<file path="src/drtc_pkg.sv">
// ----------------------------------------------------------------------------
// drtc_pkg
// Shared widths, register map and cell sideband types for the throttle
// controller.
// ----------------------------------------------------------------------------
`default_nettype none

package drtc_pkg;

    localparam int POS_W  = 27;
    localparam int VEL_W  = 24;
    localparam int SQ_W   = 54;
    localparam int MAG_W  = 27;
    localparam int DABS_W = 51;
    localparam int DOT_W  = 53;
    localparam int Q_W    = 26;
    localparam int HT_W   = 36;
    localparam int ERR_W  = 38;
    localparam int THR_W  = 16;
    localparam int CS_W   = 2;
    localparam int ADDR_W = 5;
    localparam int DATA_W = 32;

    localparam logic [CS_W-1:0] CS_NONE = 2'd0;
    localparam logic [CS_W-1:0] CS_LOW  = 2'd1;
    localparam logic [CS_W-1:0] CS_HIGH = 2'd2;

    localparam logic [2:0] REG_HEIGHT_GAIN = 3'd0;
    localparam logic [2:0] REG_LOOP_GAIN   = 3'd1;
    localparam logic [2:0] REG_BIAS        = 3'd2;
    localparam logic [2:0] REG_BASE_RATE   = 3'd3;
    localparam logic [2:0] REG_RADIUS      = 3'd4;

    typedef struct packed {
        logic [19:0] height_gain;
        logic [15:0] loop_gain;
        logic [15:0] throttle_bias;
        logic [15:0] base_descent_rate;
        logic [25:0] planet_radius;
    } t_cfg;

    typedef struct packed {
        logic              neg;
        logic [DABS_W-1:0] dabs;
    } t_sqrt_side;

    typedef struct packed {
        logic signed [POS_W-1:0] alt;
        logic signed [HT_W-1:0]  hterm;
        logic                    neg;
        logic                    mag_zero;
    } t_div_side;

endpackage

`default_nettype wire

</file>
<file path="src/drtc_sqrt_cell.sv">
// ----------------------------------------------------------------------------
// drtc_sqrt_cell
// One root bit of the integer square root, registered toward the next cell.
// ----------------------------------------------------------------------------
`default_nettype none

module drtc_sqrt_cell #(
    parameter int IDX = 0,
    parameter int SW  = 1
) (
    input  wire logic                       i_clk,
    input  wire logic                       i_rst_n,
    input  wire logic                       i_valid,
    input  wire logic [drtc_pkg::SQ_W-1:0]  i_rem,
    input  wire logic [drtc_pkg::MAG_W-1:0] i_root,
    input  wire logic [SW-1:0]              i_side,
    output logic                            o_valid,
    output logic      [drtc_pkg::SQ_W-1:0]  o_rem,
    output logic      [drtc_pkg::MAG_W-1:0] o_root,
    output logic      [SW-1:0]              o_side
);

    localparam int TW = drtc_pkg::SQ_W + 2;

    logic [TW-1:0]              w_trial;
    logic                       w_take;
    logic                       r_valid;
    logic [drtc_pkg::SQ_W-1:0]  r_rem;
    logic [drtc_pkg::MAG_W-1:0] r_root;
    logic [SW-1:0]              r_side;
    logic [drtc_pkg::SQ_W-1:0]  n_rem;
    logic [drtc_pkg::MAG_W-1:0] n_root;

    always_comb begin
        w_trial = ({{(TW-drtc_pkg::MAG_W){1'b0}}, i_root} << (IDX + 1))
                | (TW'(1) << (2 * IDX));
        w_take  = {2'b00, i_rem} >= w_trial;
        n_rem   = w_take ? i_rem - w_trial[drtc_pkg::SQ_W-1:0] : i_rem;
        n_root  = w_take ? i_root | (drtc_pkg::MAG_W'(1) << IDX) : i_root;
    end

    always_ff @(posedge i_clk) begin
        if (!i_rst_n) begin
            r_valid <= 1'b0;
        end else begin
            r_valid <= i_valid;
        end
    end

    always_ff @(posedge i_clk) begin
        r_rem  <= n_rem;
        r_root <= n_root;
        r_side <= i_side;
    end

    assign o_valid = r_valid;
    assign o_rem   = r_rem;
    assign o_root  = r_root;
    assign o_side  = r_side;

endmodule

`default_nettype wire

</file>
<file path="config.mk">
export PLATFORM = sky130hd
export DESIGN_NAME = drtc_sqrt_cell
export DESIGN_NICKNAME = d
export VERILOG_FILES = /design/src/drtc_pkg.sv /design/src/drtc_sqrt_cell.sv
export SDC_FILE = /design/constraint.sdc
export NUM_CORES = 1
export LEC_CHECK = 0
export BUFFER_PORTS_ARGS = -buffer_cell sky130_fd_sc_hd__buf_2
export CORE_ASPECT_RATIO = 1.75
export CORE_UTILIZATION = 40
export CTS_CLUSTER_DIAMETER = 80
export DETAILED_ROUTE_END_ITERATION = 8
export PLACE_DENSITY = 0.77
export SLEW_MARGIN = 20
export SYNTH_ARGS = -nofsm -noshare
export SYNTH_HDL_FRONTEND = slang
export SYNTH_SLANG_ARGS = --single-unit
</file>
<file path="constraint.sdc">
create_clock -name i_clk -period 3.15 [get_ports i_clk]
set_input_delay 0 -clock i_clk [delete_from_list [all_inputs] [get_ports i_clk]]
set_output_delay 0 -clock i_clk [all_outputs]
set_load 0.02 [all_outputs]
</file>
==> out/results.txt <==
run status: finished clean
Starting Density: 0.411
Synth Area per Inst: 8.52 um^2
largest area contributor in the netlist: dfxtp_1
Syn-to-layout area delta: 51.0%
chip height: 141 um
Post-Syn Area: 4420 um^2
synth unique cells: 51
H-tree levels: 3
layout cells sized above 1: 0.288
Synth Area in XOR/XNOR: 0.105
GRT met1 Usage: 0.232
Nets: 891
multiplexer share of the synthesized area: 0.0127
Worst Tran Pin Value: 0.681 ns
Root Driver: clkbuf_16
Post-Place Cells: 813
VDD IR max: 0.000442 V
1st-iter DRT viols: 185
largest net degree at the start of global routing: 24
initial antenna violation count: 0
Fin. Hold Viols: 0
adder-cell share of the synthesized area: 0.0837
Tmin final: 3.04 ns
clock sinks: 83
Worst Setup SP: i_root[22]
Hold Path Sink: o_rem[28]
clk buf depth: 2
PwrDens: 490 nW/um^2
total CTS buffers: 9
setup total negative slack: 0 ns
sequential-to-total area share from yosys stat: 0.376
#FFs+latches synth: 83
Total Routing Usage GR: 0.259
Critical Path Start Type: input pin
CP Max Fanout: 8
detailed-route via count: 4776
Mapped Cells: 519
period utilisation layout: 0.964
vias in the first global route: 4891
RSZ-0062 raised after global routing: false
met2 Use GR: 0.508
GRT overflow: 0
final slew viol count: 0
CTS tree: built
number of synthesis warnings: 0
simple-gate share of the synthesized area: 0.203
Critical Path RT: 3.38 ns
Final ANT Viol Nets: 0
leading cell type in the layout, fill and taps excluded: buf_2
post-DP HPWL: 10800 um
Worst Path Arrival: 3.26 ns
top cells by area, synth: dfxtp_1 38%, ha_1 7.9%, a21oi_1 6.3%
Setup crit end kind: register
Leak Pwr: 0.00309 uW
Core ar.: 10800 um^2
Hold Crit Class: in2reg
final WL: 14900 um
vias per std cell: 5.24
n_diodes: 0
WL/cell: 16.3 um
HP Start: i_rem[28]
hold depth: 2
max-cap check violation count: 0
slew margin rel.: 0.541
first-pass GRT wire length: 22500 um
Die Wd: 81.5 um
# IOs: 168
# rows: 50
GRT Max-Usage Layer: met2
clk slew on worst S/H paths: 0.06 ns
Die ar.: 11500 um^2
largest family of logic cells by synthesized area: simple AND/OR/NAND/NOR gates
First-pass DRT Iterations: 5
final cell count without fillers: 912
max frequency: 0.329 GHz
Synth Net Count: 633
most frequent cells in the layout: 167 x buf_2, 83 x dfxtp_1, 82 x dlygate4sd3_1
GR Layer Usage met3: 0.0434
Fillers: 896
Final Power: 3280 uW
Synth top area share: 0.376
DRC Markers: 0
critical path class: in2reg
I/O Buffers: 167
Placer Congestion: 0.913
Synth Area in Compound Gates: 0.164
setup violators final: 0
==> through the flow <==
step / setup WS (ns) / instance area (um^2) / utilization / hold slack [ns]
after floorplan: 0.411 / 4420 / - / 0.0277
after global placement: 0.291 / 5460 / 0.508 / 0.103
after detailed placement: 0.232 / 5460 / 0.508 / 0.104
after CTS: 0.0258 / 6590 / 0.613 / 0.00233
after global routing: 0.00630 / 6680 / 0.621 / 0.0302
final: 0.115 / 6680 / 0.621 / 0.0248
==> logic make-up (layout without fill, tap and decap cells) <==
logic type / Yosys count / in the layout
muxes: 5 / 5
and+or+nand+nor: 171 / 171
buffers and inverters: 61 / 324
xor gates and xnor gates: 53 / 53
DFF: 83 / 83
adders and majority gates: 29 / 29
AOI/OAI and AO/OA: 117 / 117
==> Yosys cell counts (all sizes together) <==
cell / number
or3b: 1
o31ai: 2
or4: 7
nor2b: 5
a21bo: 1
nor2: 52
nor4b: 3
and4: 1
a21o: 9
fa: 1
mux2: 5
nand2b: 5
dfxtp: 83
o211ai: 5
and3: 2
a22oi: 1
a21oi: 57
a311oi: 1
ha: 28
or4b: 1
and2: 1
xnor2: 32
o21bai: 8
xor2: 21
o21ai: 17
nor3: 14
nand4: 13
a31oi: 3
nand3b: 3
nand2: 29
a211o: 1
o2111ai: 1
o221ai: 2
or3: 5
inv: 40
buf: 4
nand4b: 2
nand3: 16
nor4: 11
clkbuf: 17
a2111oi: 4
a21boi: 1
o21a: 4
==> flip-flops by register name (all words and copies together) (netlist names) <==
name	count
o_root	27
o_valid	1
o_side	1
o_rem	54
==> report_power, final <==
part	switching, uW	internal (uW)
sequential	34.0	1170
combinational	549	407
clock	420	692
==> per-layer routing <==
layer | part of all wire | vias to the layer above
met2 | 0.57 | 184
met3 | 0.040 | 50
li1 | - | 2335
met4 | 0.051 | 0
met1 | 0.34 | 2207
met5 | 0 | -
==> critical path: stages <==
cell and delay (ns):
dlygate4sd3_1 0.55, buf_2 0.13, inv_1 0.05, ha_2 0.41, nand4_1 0.16, or4_4 0.53
nor4_4 0.25, a21oi_2 0.12, and3_2 0.27, nor2_4 0.18, or4b_1 0.47, xnor2_1 0.14
==> worst max-delay path by stage <==
stage                endpoint  slack (ns)  depth (start not counted)
finish              o_rem[43]        0.11                         12
CTS                 o_rem[36]        0.03                         12
global placement    o_rem[36]        0.29                         12
global route        o_rem[40]       0.006                         13
detailed placement  o_rem[36]        0.23                         12
floorplan           o_rem[43]        0.41                         12
==> layout make-up <==
| class | instances | area (um^2) | area share |
|---|---|---|---|
| multi-input cells | 375 | 2600 | 0.389 |
| flip-flops and latches | 83 | 1660 | 0.249 |
| clock buffers | 11 | 233 | 0.0348 |
| clock inverters | 5 | 77.6 | 0.0116 |
| well taps | 130 | 163 | 0.0243 |
| repair buffers | 268 | 1800 | 0.269 |
| inverters | 40 | 150 | 0.0225 |
==> what timing repair did <==
action	CTS	global route
gates resized for setup	0	16
setup endpoints to repair	0	50
hold buffers	82	0
hold endpoints to repair	81	0
buffers inserted	0	1
No activity file was read; power rests on OpenSTA's default activity.
