**config.mk**
```make
export PLATFORM = sky130hd
export DESIGN_NAME = drtc_cfg
export DESIGN_NICKNAME = d
export VERILOG_FILES = /design/src/drtc_pkg.sv /design/src/drtc_cfg.sv
export SDC_FILE = /design/constraint.sdc
export NUM_CORES = 1
export LEC_CHECK = 0
export BUFFER_PORTS_ARGS = -buffer_cell sky130_fd_sc_hd__buf_2
export CORE_AREA = 2 2 99 101
export CTS_CLUSTER_DIAMETER = 100
export CTS_CLUSTER_SIZE = 25
export DETAILED_ROUTE_END_ITERATION = 10
export DIE_AREA = 0 0 101 103
export PLACE_DENSITY = 0.88
export SLEW_MARGIN = 20
export SYNTH_ARGS = -nofsm -noshare
export SYNTH_HDL_FRONTEND = slang
export SYNTH_SLANG_ARGS = --single-unit
```
**constraint.sdc**
```tcl
create_clock -name i_clk -period 2.1 [get_ports i_clk]
set_input_delay 0.42 -clock i_clk [delete_from_list [all_inputs] [get_ports i_clk]]
set_output_delay 0.42 -clock i_clk [all_outputs]
set_load 0.1 [all_outputs]
```
**src/drtc_pkg.sv**
```systemverilog
// ----------------------------------------------------------------------------
// drtc_pkg
// Shared widths, register map and cell sideband types for the throttle
// controller.
// ----------------------------------------------------------------------------
`default_nettype none

package drtc_pkg;

    localparam int POS_W  = 27;
    localparam int VEL_W  = 24;
    localparam int SQ_W   = 54;
    localparam int MAG_W  = 27;
    localparam int DABS_W = 51;
    localparam int DOT_W  = 53;
    localparam int Q_W    = 26;
    localparam int HT_W   = 36;
    localparam int ERR_W  = 38;
    localparam int THR_W  = 16;
    localparam int CS_W   = 2;
    localparam int ADDR_W = 5;
    localparam int DATA_W = 32;

    localparam logic [CS_W-1:0] CS_NONE = 2'd0;
    localparam logic [CS_W-1:0] CS_LOW  = 2'd1;
    localparam logic [CS_W-1:0] CS_HIGH = 2'd2;

    localparam logic [2:0] REG_HEIGHT_GAIN = 3'd0;
    localparam logic [2:0] REG_LOOP_GAIN   = 3'd1;
    localparam logic [2:0] REG_BIAS        = 3'd2;
    localparam logic [2:0] REG_BASE_RATE   = 3'd3;
    localparam logic [2:0] REG_RADIUS      = 3'd4;

    typedef struct packed {
        logic [19:0] height_gain;
        logic [15:0] loop_gain;
        logic [15:0] throttle_bias;
        logic [15:0] base_descent_rate;
        logic [25:0] planet_radius;
    } t_cfg;

    typedef struct packed {
        logic              neg;
        logic [DABS_W-1:0] dabs;
    } t_sqrt_side;

    typedef struct packed {
        logic signed [POS_W-1:0] alt;
        logic signed [HT_W-1:0]  hterm;
        logic                    neg;
        logic                    mag_zero;
    } t_div_side;

endpackage

`default_nettype wire

```
**src/drtc_cfg.sv**
```systemverilog
// ----------------------------------------------------------------------------
// drtc_cfg
// Register file with write and read access over the configuration port.
// ----------------------------------------------------------------------------
`default_nettype none

module drtc_cfg (
    input  wire logic                        i_clk,
    input  wire logic                        i_rst_n,
    input  wire logic                        psel,
    input  wire logic                        penable,
    input  wire logic                        pwrite,
    input  wire logic [drtc_pkg::ADDR_W-1:0] paddr,
    input  wire logic [drtc_pkg::DATA_W-1:0] pwdata,
    output logic      [drtc_pkg::DATA_W-1:0] prdata,
    output drtc_pkg::t_cfg                   o_cfg
);

    drtc_pkg::t_cfg r_cfg;
    logic [2:0]     w_idx;

    assign w_idx = paddr[4:2];

    always_ff @(posedge i_clk) begin
        if (!i_rst_n) begin
            r_cfg.height_gain       <= 20'd17826;
            r_cfg.loop_gain         <= 16'd7373;
            r_cfg.throttle_bias     <= 16'd19661;
            r_cfg.base_descent_rate <= 16'd128;
            r_cfg.planet_radius     <= 26'd3386000;
        end else if (psel && penable && pwrite) begin
            unique case (w_idx)
                drtc_pkg::REG_HEIGHT_GAIN: r_cfg.height_gain       <= pwdata[19:0];
                drtc_pkg::REG_LOOP_GAIN:   r_cfg.loop_gain         <= pwdata[15:0];
                drtc_pkg::REG_BIAS:        r_cfg.throttle_bias     <= pwdata[15:0];
                drtc_pkg::REG_BASE_RATE:   r_cfg.base_descent_rate <= pwdata[15:0];
                drtc_pkg::REG_RADIUS:      r_cfg.planet_radius     <= pwdata[25:0];
                default: ;
            endcase
        end
    end

    always_comb begin
        unique case (w_idx)
            drtc_pkg::REG_HEIGHT_GAIN: prdata = {12'd0, r_cfg.height_gain};
            drtc_pkg::REG_LOOP_GAIN:   prdata = {16'd0, r_cfg.loop_gain};
            drtc_pkg::REG_BIAS:        prdata = {16'd0, r_cfg.throttle_bias};
            drtc_pkg::REG_BASE_RATE:   prdata = {16'd0, r_cfg.base_descent_rate};
            drtc_pkg::REG_RADIUS:      prdata = {6'd0, r_cfg.planet_radius};
            default:                   prdata = '0;
        endcase
    end

    assign o_cfg = r_cfg;

endmodule

`default_nettype wire

```
==> metrics <==
status complete, no violations; Synth Register Bits 94; Die X a little over 100 um; CP startpoint kind primary input; Worst Tran Pin Value 0.530 ns; syn_area_per_cell just over 9 um^2; via count of the routed design roughly 4300; Worst R2R End o_cfg[17]$_SDFFE_PN1P_; ANT cells 0; CTS Root Buffer Type clkbuf_8; post-synthesis simple-gate area fraction between 10% and 20%; dpl hpwl just over 10 mm; total track usage a little over a quarter; CP startpoint paddr[2]; Fill cells about 690; cells along the critical path clkbuf_4 -> buf_8 -> mux2_2 -> a22oi_1 -> o22ai_4 -> buf_12; TritonCTS clock tree yes; Post-Synth XOR/XNOR Area 0%; asr flop ratio synth 0%; most common cell in the netlist dfxtp_1; Final nets around 670; worst-skew pair later-pin latency approximately 0.36 ns; cell family with most CP delay buffers and inverters; dpl ws -0.370 ns; peak supply drop ~0.30 mV; total CTS buffers 9; Reg2Reg Setup Slack between 1 and 1.5 ns; CP required 1.68 ns; Tot Pwr 3770 uW; pin count of the biggest net entering global routing 93; Starting DRT DRC Count about 230; worst r2r src o_cfg[17]$_SDFFE_PN1P_; core area approximately 0.0095 mm^2; initial antenna violation count 0; Synth top area share a little over two fifths; top_reg_cell synth dfxtp_1; placed inst area between 0.006 and 0.007 mm^2; post-layout minimum cycle time 2.07 ns; ranking of synthesized cells by area dfxtp_1, mux2i_1, nand2_1; Clock Skew 0 ns; max-cap viol count 0; area of the mapped netlist ~0.0043 mm^2; FMAX slightly below 500 MHz; Critical Path Slowest Stage Cell mux2_2; die area 0.0104 mm^2; GP Congestion between 0.7 and 0.8; worst reg2reg path depth 1; CP Buf/Inv Count 3; final setup fails 0; Post-Synthesis Cells 466; Synth Area in Adders 0%; first-pass GRT wire length 21.8 mm; drt first pass iters 6; final wirelength about 14 mm; HP Start pwdata[22]; period utilization about 98%; # rows 36; global route overflow 0; Worst-path clk slew 0.08 ns; Antenna Nets Post-Route 0; largest family of logic cells by synthesized area multiplexers; CTS sink cnt 94; synth warn 0; max-slew violation total from the final report 0; vias in the first global route 4273; Worst Path Max Fanout 9; WL per Instance 19.3 um; hold depth 3; mux share of post-synthesis cell area a little under a quarter; CP arrival approximately 1.7 ns; synth cell count leaders dfxtp_1, nand2_1, mux2i_1, a22oi_1, nor2_1; Initial Util a little under half; Syn-to-layout area delta 48.2%; CP Capture Type primary output; Max Root-Sink Buffers 2; fin util between 60% and 70%; Critical Path Max Stage Delay around 0.34 ns; Ports about 170; power density over the cells 586 mW/mm^2; Final Hold Viols 0; Finished Cell Area roughly 0.0064 mm^2; number of flops mapped to enable cells by yosys 0; drt drc 0; layout cells sized above 1 56.4%; Hold Crit Class in2reg; Vias/cell between 5 and 6; max FFs per register 94; fin worst setup slack between 0.03 and 0.04 ns; hold path endpoint o_cfg[22]$_SDFFE_PN0P_; area leader, netlist dfxtp_1; H-tree levels 3; Seq/Total Area, Yosys ~43%; port bufs between 150 and 200; final hold slack ~0.30 ns; Distinct cells, synth 35; Synth Area in Compound Gates a little over a tenth; leak pwr approximately 0.0028 uW; Slew HR 64.6%; Die H about 100 um; kind of critical path in2out
## stage by stage
step | instances | setup TNS [ns]
detailed placement | 725 | -5.26
global placement | 725 | -3.91
finish | 742 | 0
global route | 742 | -0.0325
floorplan | 471 | -0.169
CTS | 742 | -0.0371
## repair_timing
| item | in CTS | in global routing |
|---|---|---|
| setup endpoints to repair | 16 | 15 |
| hold buffers | 0 | 0 |
| gates resized for setup | 12 | 10 |
| buffers inserted | 1 | 0 |
## where the power goes
group,internal [uW],switching (uW),total (uW)
registers,1800,12.8,1810
clock network,493,623,1120
logic,257,587,845
total,2550,1220,3770
## cells by family (layout without fill, tap and decap cells)
logic type,count (synthesis),in the layout
AOI/OAI and AO/OA,64,64
DFF,94,94
and+or+nand+nor,157,157
buffers and inverters,52,209
muxes,98,98
other,1,6
## cells in the final DEF (no fill, tap or decap), types with 2 or more instances in the layout
cell type / synthesis / layout
buf_8: 0 / 2
o22ai_4: 0 / 16
conb_1: 1 / 6
mux2i_1: 82 / 82
clkinvlp_4: 0 / 2
nand2_1: 85 / 85
and4_1: 8 / 8
clkinv_2: 0 / 2
dfxtp_1: 94 / 9
buf_2: 11 / 126
inv_1: 3 / 3
nor2_4: 0 / 5
a211o_1: 8 / 8
o21ai_0: 6 / 6
nor2b_4: 0 / 2
buf_4: 7 / 24
buf_12: 0 / 33
mux2_2: 16 / 16
and3_2: 0 / 6
a22oi_1: 30 / 19
and3_1: 10 / 4
dfxtp_2: 0 / 85
buf_6: 4 / 3
a22oi_2: 0 / 11
nand3_1: 13 / 13
nor2_1: 29 / 24
clkbuf_8: 0 / 11
## routing by layer
layer / global-route usage (%) / part of all wire [%]
met5: 0 / 0
met4: 15.6 / 3.2
met3: 3.80 / 6.2
met2: 47.3 / 51
met1: 32.8 / 39
## how the worst max path moves through the flow
stage,end,cells past startpoint
after CTS,prdata[6],6
after global placement,prdata[2],5
final,prdata[2],6
after floorplan,prdata[7],2
after global routing,prdata[11],6
after detailed placement,prdata[12],5
## cell type report
| type | count | area, um^2 | area share [%] |
|---|---|---|---|
| clock inverter | 5 | 33.8 | 0.525 |
| timing repair buffer | 189 | 1540 | 24.0 |
| inverter | 4 | 15.0 | 0.234 |
| sequential | 94 | 1990 | 30.9 |
| clock buffer | 11 | 151 | 2.35 |
| multi-input combinational | 325 | 2560 | 39.8 |
| tap | 114 | 143 | 2.22 |
(Power assumes the default switching activity.)
