File: src/drtc_pkg.sv
// ----------------------------------------------------------------------------
// drtc_pkg
// Shared widths, register map and cell sideband types for the throttle
// controller.
// ----------------------------------------------------------------------------
`default_nettype none

package drtc_pkg;

    localparam int POS_W  = 27;
    localparam int VEL_W  = 24;
    localparam int SQ_W   = 54;
    localparam int MAG_W  = 27;
    localparam int DABS_W = 51;
    localparam int DOT_W  = 53;
    localparam int Q_W    = 26;
    localparam int HT_W   = 36;
    localparam int ERR_W  = 38;
    localparam int THR_W  = 16;
    localparam int CS_W   = 2;
    localparam int ADDR_W = 5;
    localparam int DATA_W = 32;

    localparam logic [CS_W-1:0] CS_NONE = 2'd0;
    localparam logic [CS_W-1:0] CS_LOW  = 2'd1;
    localparam logic [CS_W-1:0] CS_HIGH = 2'd2;

    localparam logic [2:0] REG_HEIGHT_GAIN = 3'd0;
    localparam logic [2:0] REG_LOOP_GAIN   = 3'd1;
    localparam logic [2:0] REG_BIAS        = 3'd2;
    localparam logic [2:0] REG_BASE_RATE   = 3'd3;
    localparam logic [2:0] REG_RADIUS      = 3'd4;

    typedef struct packed {
        logic [19:0] height_gain;
        logic [15:0] loop_gain;
        logic [15:0] throttle_bias;
        logic [15:0] base_descent_rate;
        logic [25:0] planet_radius;
    } t_cfg;

    typedef struct packed {
        logic              neg;
        logic [DABS_W-1:0] dabs;
    } t_sqrt_side;

    typedef struct packed {
        logic signed [POS_W-1:0] alt;
        logic signed [HT_W-1:0]  hterm;
        logic                    neg;
        logic                    mag_zero;
    } t_div_side;

endpackage

`default_nettype wire

File: src/drtc_div_cell.sv
// ----------------------------------------------------------------------------
// drtc_div_cell
// One quotient bit of the restoring divider, registered toward the next cell.
// ----------------------------------------------------------------------------
`default_nettype none

module drtc_div_cell #(
    parameter int IDX = 0,
    parameter int SW  = 1
) (
    input  wire logic                        i_clk,
    input  wire logic                        i_rst_n,
    input  wire logic                        i_valid,
    input  wire logic [drtc_pkg::DABS_W-1:0] i_rem,
    input  wire logic [drtc_pkg::MAG_W-1:0]  i_mag,
    input  wire logic [drtc_pkg::Q_W-1:0]    i_quo,
    input  wire logic [SW-1:0]               i_side,
    output logic                             o_valid,
    output logic      [drtc_pkg::DABS_W-1:0] o_rem,
    output logic      [drtc_pkg::MAG_W-1:0]  o_mag,
    output logic      [drtc_pkg::Q_W-1:0]    o_quo,
    output logic      [SW-1:0]               o_side
);

    localparam int DW = drtc_pkg::MAG_W + drtc_pkg::Q_W;

    logic [DW-1:0]               w_div;
    logic                        w_take;
    logic                        r_valid;
    logic [drtc_pkg::DABS_W-1:0] r_rem;
    logic [drtc_pkg::MAG_W-1:0]  r_mag;
    logic [drtc_pkg::Q_W-1:0]    r_quo;
    logic [SW-1:0]               r_side;
    logic [drtc_pkg::DABS_W-1:0] n_rem;
    logic [drtc_pkg::Q_W-1:0]    n_quo;

    always_comb begin
        w_div  = {{(DW-drtc_pkg::MAG_W){1'b0}}, i_mag} << IDX;
        w_take = {{(DW-drtc_pkg::DABS_W){1'b0}}, i_rem} >= w_div;
        n_rem  = w_take ? i_rem - w_div[drtc_pkg::DABS_W-1:0] : i_rem;
        n_quo  = w_take ? i_quo | (drtc_pkg::Q_W'(1) << IDX) : i_quo;
    end

    always_ff @(posedge i_clk) begin
        if (!i_rst_n) begin
            r_valid <= 1'b0;
        end else begin
            r_valid <= i_valid;
        end
    end

    always_ff @(posedge i_clk) begin
        r_rem  <= n_rem;
        r_mag  <= i_mag;
        r_quo  <= n_quo;
        r_side <= i_side;
    end

    assign o_valid = r_valid;
    assign o_rem   = r_rem;
    assign o_mag   = r_mag;
    assign o_quo   = r_quo;
    assign o_side  = r_side;

endmodule

`default_nettype wire

File: config.mk
export PLATFORM = sky130hd
export DESIGN_NAME = drtc_div_cell
export DESIGN_NICKNAME = d
export VERILOG_FILES = /design/src/drtc_pkg.sv /design/src/drtc_div_cell.sv
export SDC_FILE = /design/constraint.sdc
export NUM_CORES = 1
export LEC_CHECK = 0
export ABC_AREA = 1
export BUFFER_PORTS_ARGS = -buffer_cell sky130_fd_sc_hd__buf_2
export CAP_MARGIN = 20
export CORE_UTILIZATION = 55
export CTS_CLUSTER_DIAMETER = 120
export DETAILED_ROUTE_END_ITERATION = 8
export GPL_TIMING_DRIVEN = 0
export PLACE_DENSITY = 0.91
export SYNTH_ARGS = -nofsm -noshare
export SYNTH_HDL_FRONTEND = slang
export SYNTH_SLANG_ARGS = --single-unit
File: constraint.sdc
create_clock -name i_clk -period 3.1 [get_ports i_clk]
set_input_delay 0.31 -clock i_clk [delete_from_list [all_inputs] [get_ports i_clk]]
set_output_delay 0.31 -clock i_clk [all_outputs]
set_load 0.02 [all_outputs]
==> results by group <==
Critical path
  • Crit-path cells: buf_2 -> inv_1 -> ha_1 -> inv_1 -> fa_1 -> nand3_1 -> nand3_1 -> nand3_1 -> nand3_1 -> nand2_1 -> nand2_1 -> or2_2 -> nand3_1 -> nand2_1
  • Crit path capture: o_rem[20]
  • Worst EP arrival: 2.51 ns
  • Critical path's slowest cell: fa_1
  • Crit Path Category: primary input to flop
  • Cell family with most CP delay: simple AND/OR/NAND/NOR gates
  • CP Buf/Inv Count: 3
  • Most Frequent Cell on Critical Path: nand3_1
  • Critical Path Stages: 14
  • Worst setup EP type: flop
  • Crit Path Max Fanout: 5
  • Worst Setup SP: i_rem[0]
  • Startpoint class of the critical path: primary input
  • Max incr delay on CP: about 0.47 ns
  • Worst path required time: 3.38 ns

Placement
  • RD Place Congestion: 0.958
  • Detailed Place HPWL: 15.5 mm
  • Dpl cells: 1315
  • IO Port Bufs: roughly 210

STA
  • Tcrit/Tclk final: 71.9%
  • Final slew viol count: 0
  • Tmin final: between 2 and 2.5 ns
  • Fmax: 449 MHz
  • Slew headroom: between 70 and 80%
  • Worst Max-Slew Pin Slew: 0.428 ns
  • Final setup viols: 0
  • TNS Setup: 0 ns
  • Final hold vios: 0
  • RSZ-0062 raised after global routing: no

Yosys
  • Post-synthesis cell area: 6140 um^2
  • Top_reg_cell synth: dfxtp_1
  • Synth Instances: between 900 and 1000
  • Post-synthesis sequential element count: 106
  • Post-Syn Nets: between 1000 and 1500
  • Yosys warns: 0
  • Number of synthesized flops with an enable pin: 0
  • Fraction of registers with async set/reset: 0%
  • Mean Syn Cell Area: 6.39 um^2
  • Post-synthesis sequential area ratio: 34.5%
  • Distinct cells, synth: 30

Finish
  • Fraction of layout cells with a size suffix above 1: 24.0%
  • Post-route core utilization: 70.4%
  • Fin cells: between 1000 and 1500
  • Area delta synth->final: 24.2%
  • Most common cell after layout, fill and taps aside: nand2_1
  • Antenna Cells: 0
  • Nets: 1326
  • Most frequent cells in the layout: nand2_1, buf_2, inv_1, dfxtp_1, nor2_1

Routing
  • Post-Route WL: 18.6 mm
  • Vias: 6605
  • Per-cell routed wire length: 14.0 um
  • Antenna Nets Post-Route: 0
  • Vias/cell: 4.95
  • First-pass DRT Iterations: 7
  • Post-route DRC: 0
  • First DRT Iteration DRCs: 473

Global route
  • Antenna violations before repair: 0
  • Vias in the first global route: 6086
  • Global-route wire length before repair: approximately 29 mm
  • All-Layer GR Usage: 32.3%
  • GRT overflow: 0
  • Largest net degree at the start of global routing: 20

Pwr
  • VDD IR max: 0.000362 V
  • Int Pwr: ~0.0022 W
  • P_sw: 0.00120 W
  • PwrDens: 451 nW/um^2
  • Tot Pwr: 0.00344 W
  • Reg power frac: 44.4%
  • Sw frac: 34.9%
  • Combinational share of power: 29.4%
  • Clock power frac: between 20% and 30%
  • Leak pwr: 4.21 nW

Die
  • Ports: between 200 and 250
  • Die height: 108 um
  • Starting Density: 56.7%
  • Row cnt: 38
  • Die width: ~110 um
  • Core Region: 10800 um^2
  • Die area: 11600 um^2

CTS
  • Clock root buffer: clkbuf_8
  • Htree depth: 3
  • Clock Pin Slew Worst Setup and Hold Paths: 0.11 ns
  • Maximum buffer depth of the clock tree: 2
  • CTS tree: built
  • TritonCTS Sinks: 106
  • Setup bufs post-CTS: 0
  • CTS Buf Count: 9

Min path
  • HP Class: primary input to flop

Outcome
  • Status: finished clean

Flow run
  • Number of max-cap violations: 0
final cells by class:
class	instances	area, um^2
repair buffers	217	1110
well taps	140	175
fillers	995	3210
inverters	197	742
flip-flops and latches	106	2120
clock buffers	10	128
plain buffers	7	75.1
clock inverters	6	80.1
multi-input cells	652	3210
through the flow:
step           hold WS [ns]  worst slack (ns)  area (um^2)
2_1_floorplan         0.338              1.09         6140
3_3_place_gp          0.412             0.552         7390
3_5_place_dp          0.414             0.525         7390
4_1_cts             0.00803             0.922         7590
5_1_grt             0.00147             0.752         7630
6_report             0.0184             0.872         7630
cell families (layout without fill, tap and decap cells):
| group | Yosys count | count (layout) | share of synthesized area, % |
|---|---|---|---|
| AND/OR/NAND/NOR | 548 | 548 | 36.9 |
| buffers and inverters | 204 | 437 | 13.3 |
| flip-flops | 106 | 106 | 34.5 |
| AO/OA/AOI/OAI | 54 | 54 | 6.27 |
| adder cells (fa/ha/maj) | 28 | 28 | 5.82 |
| XOR/XNOR | 22 | 22 | 3.14 |
routing by layer:
metal | wire (um) | global-route usage (%)
met1 | 7780 | 40.3
met2 | 8920 | 56.5
met3 | 1460 | 4.36
met4 | 479 | 11.3
met5 | 0 | 0
flip-flops by register name, indices dropped and copies added, names as in the netlist:
register and count:
o_side 1, o_quo 26, o_mag 27, o_rem 51, o_valid 1
Yosys cell counts, drive strengths merged (2+ instances only):
master	count	area, um^2
nand2	351	1330
inv	196	738
dfxtp	106	2120
nor2	105	429
nand3	57	285
a21oi	28	189
ha	27	338
o21ai	25	189
xnor2	18	158
nand4	15	93.8
nand3b	9	67.6
buf	7	75.1
nor3	6	30.0
xor2	4	35.0
or2	3	18.8
and2	2	12.5
worst min-delay path by stage:
stage	start	depth (start not counted)	slack, ns	to
after floorplan	i_mag[0]	0	0.34	o_mag[0]
after detailed placement	i_quo[18]	1	0.41	o_quo[18]
after global routing	i_quo[15]	1	0.001	o_quo[15]
after CTS	i_quo[5]	1	0.008	o_quo[5]
after global placement	i_quo[21]	1	0.41	o_quo[21]
final	i_quo[21]	1	0.02	o_quo[21]
what timing repair did:
action / CTS / global route
resized for setup: 0 / 0
hold buffers: 0 / 4
endpoints found under the setup margin: 0 / 0
hold endpoints to repair: 0 / 4
power by group through the flow:
| stage | sequential, W | combinational [W] | clock (W) |
|---|---|---|---|
| final | 0.00153 | 0.00101 | 0.000904 |
| after global routing | 0.00154 | 0.00110 | 0.000977 |
| after CTS | 0.00153 | 0.000996 | 0.000918 |
| after detailed placement | 0.00156 | 0.000991 | 0 |
| after global placement | 0.00155 | 0.000976 | 0 |
| after floorplan | 0.00174 | 0.000458 | 0 |
Power figures use the tool's default switching activity.
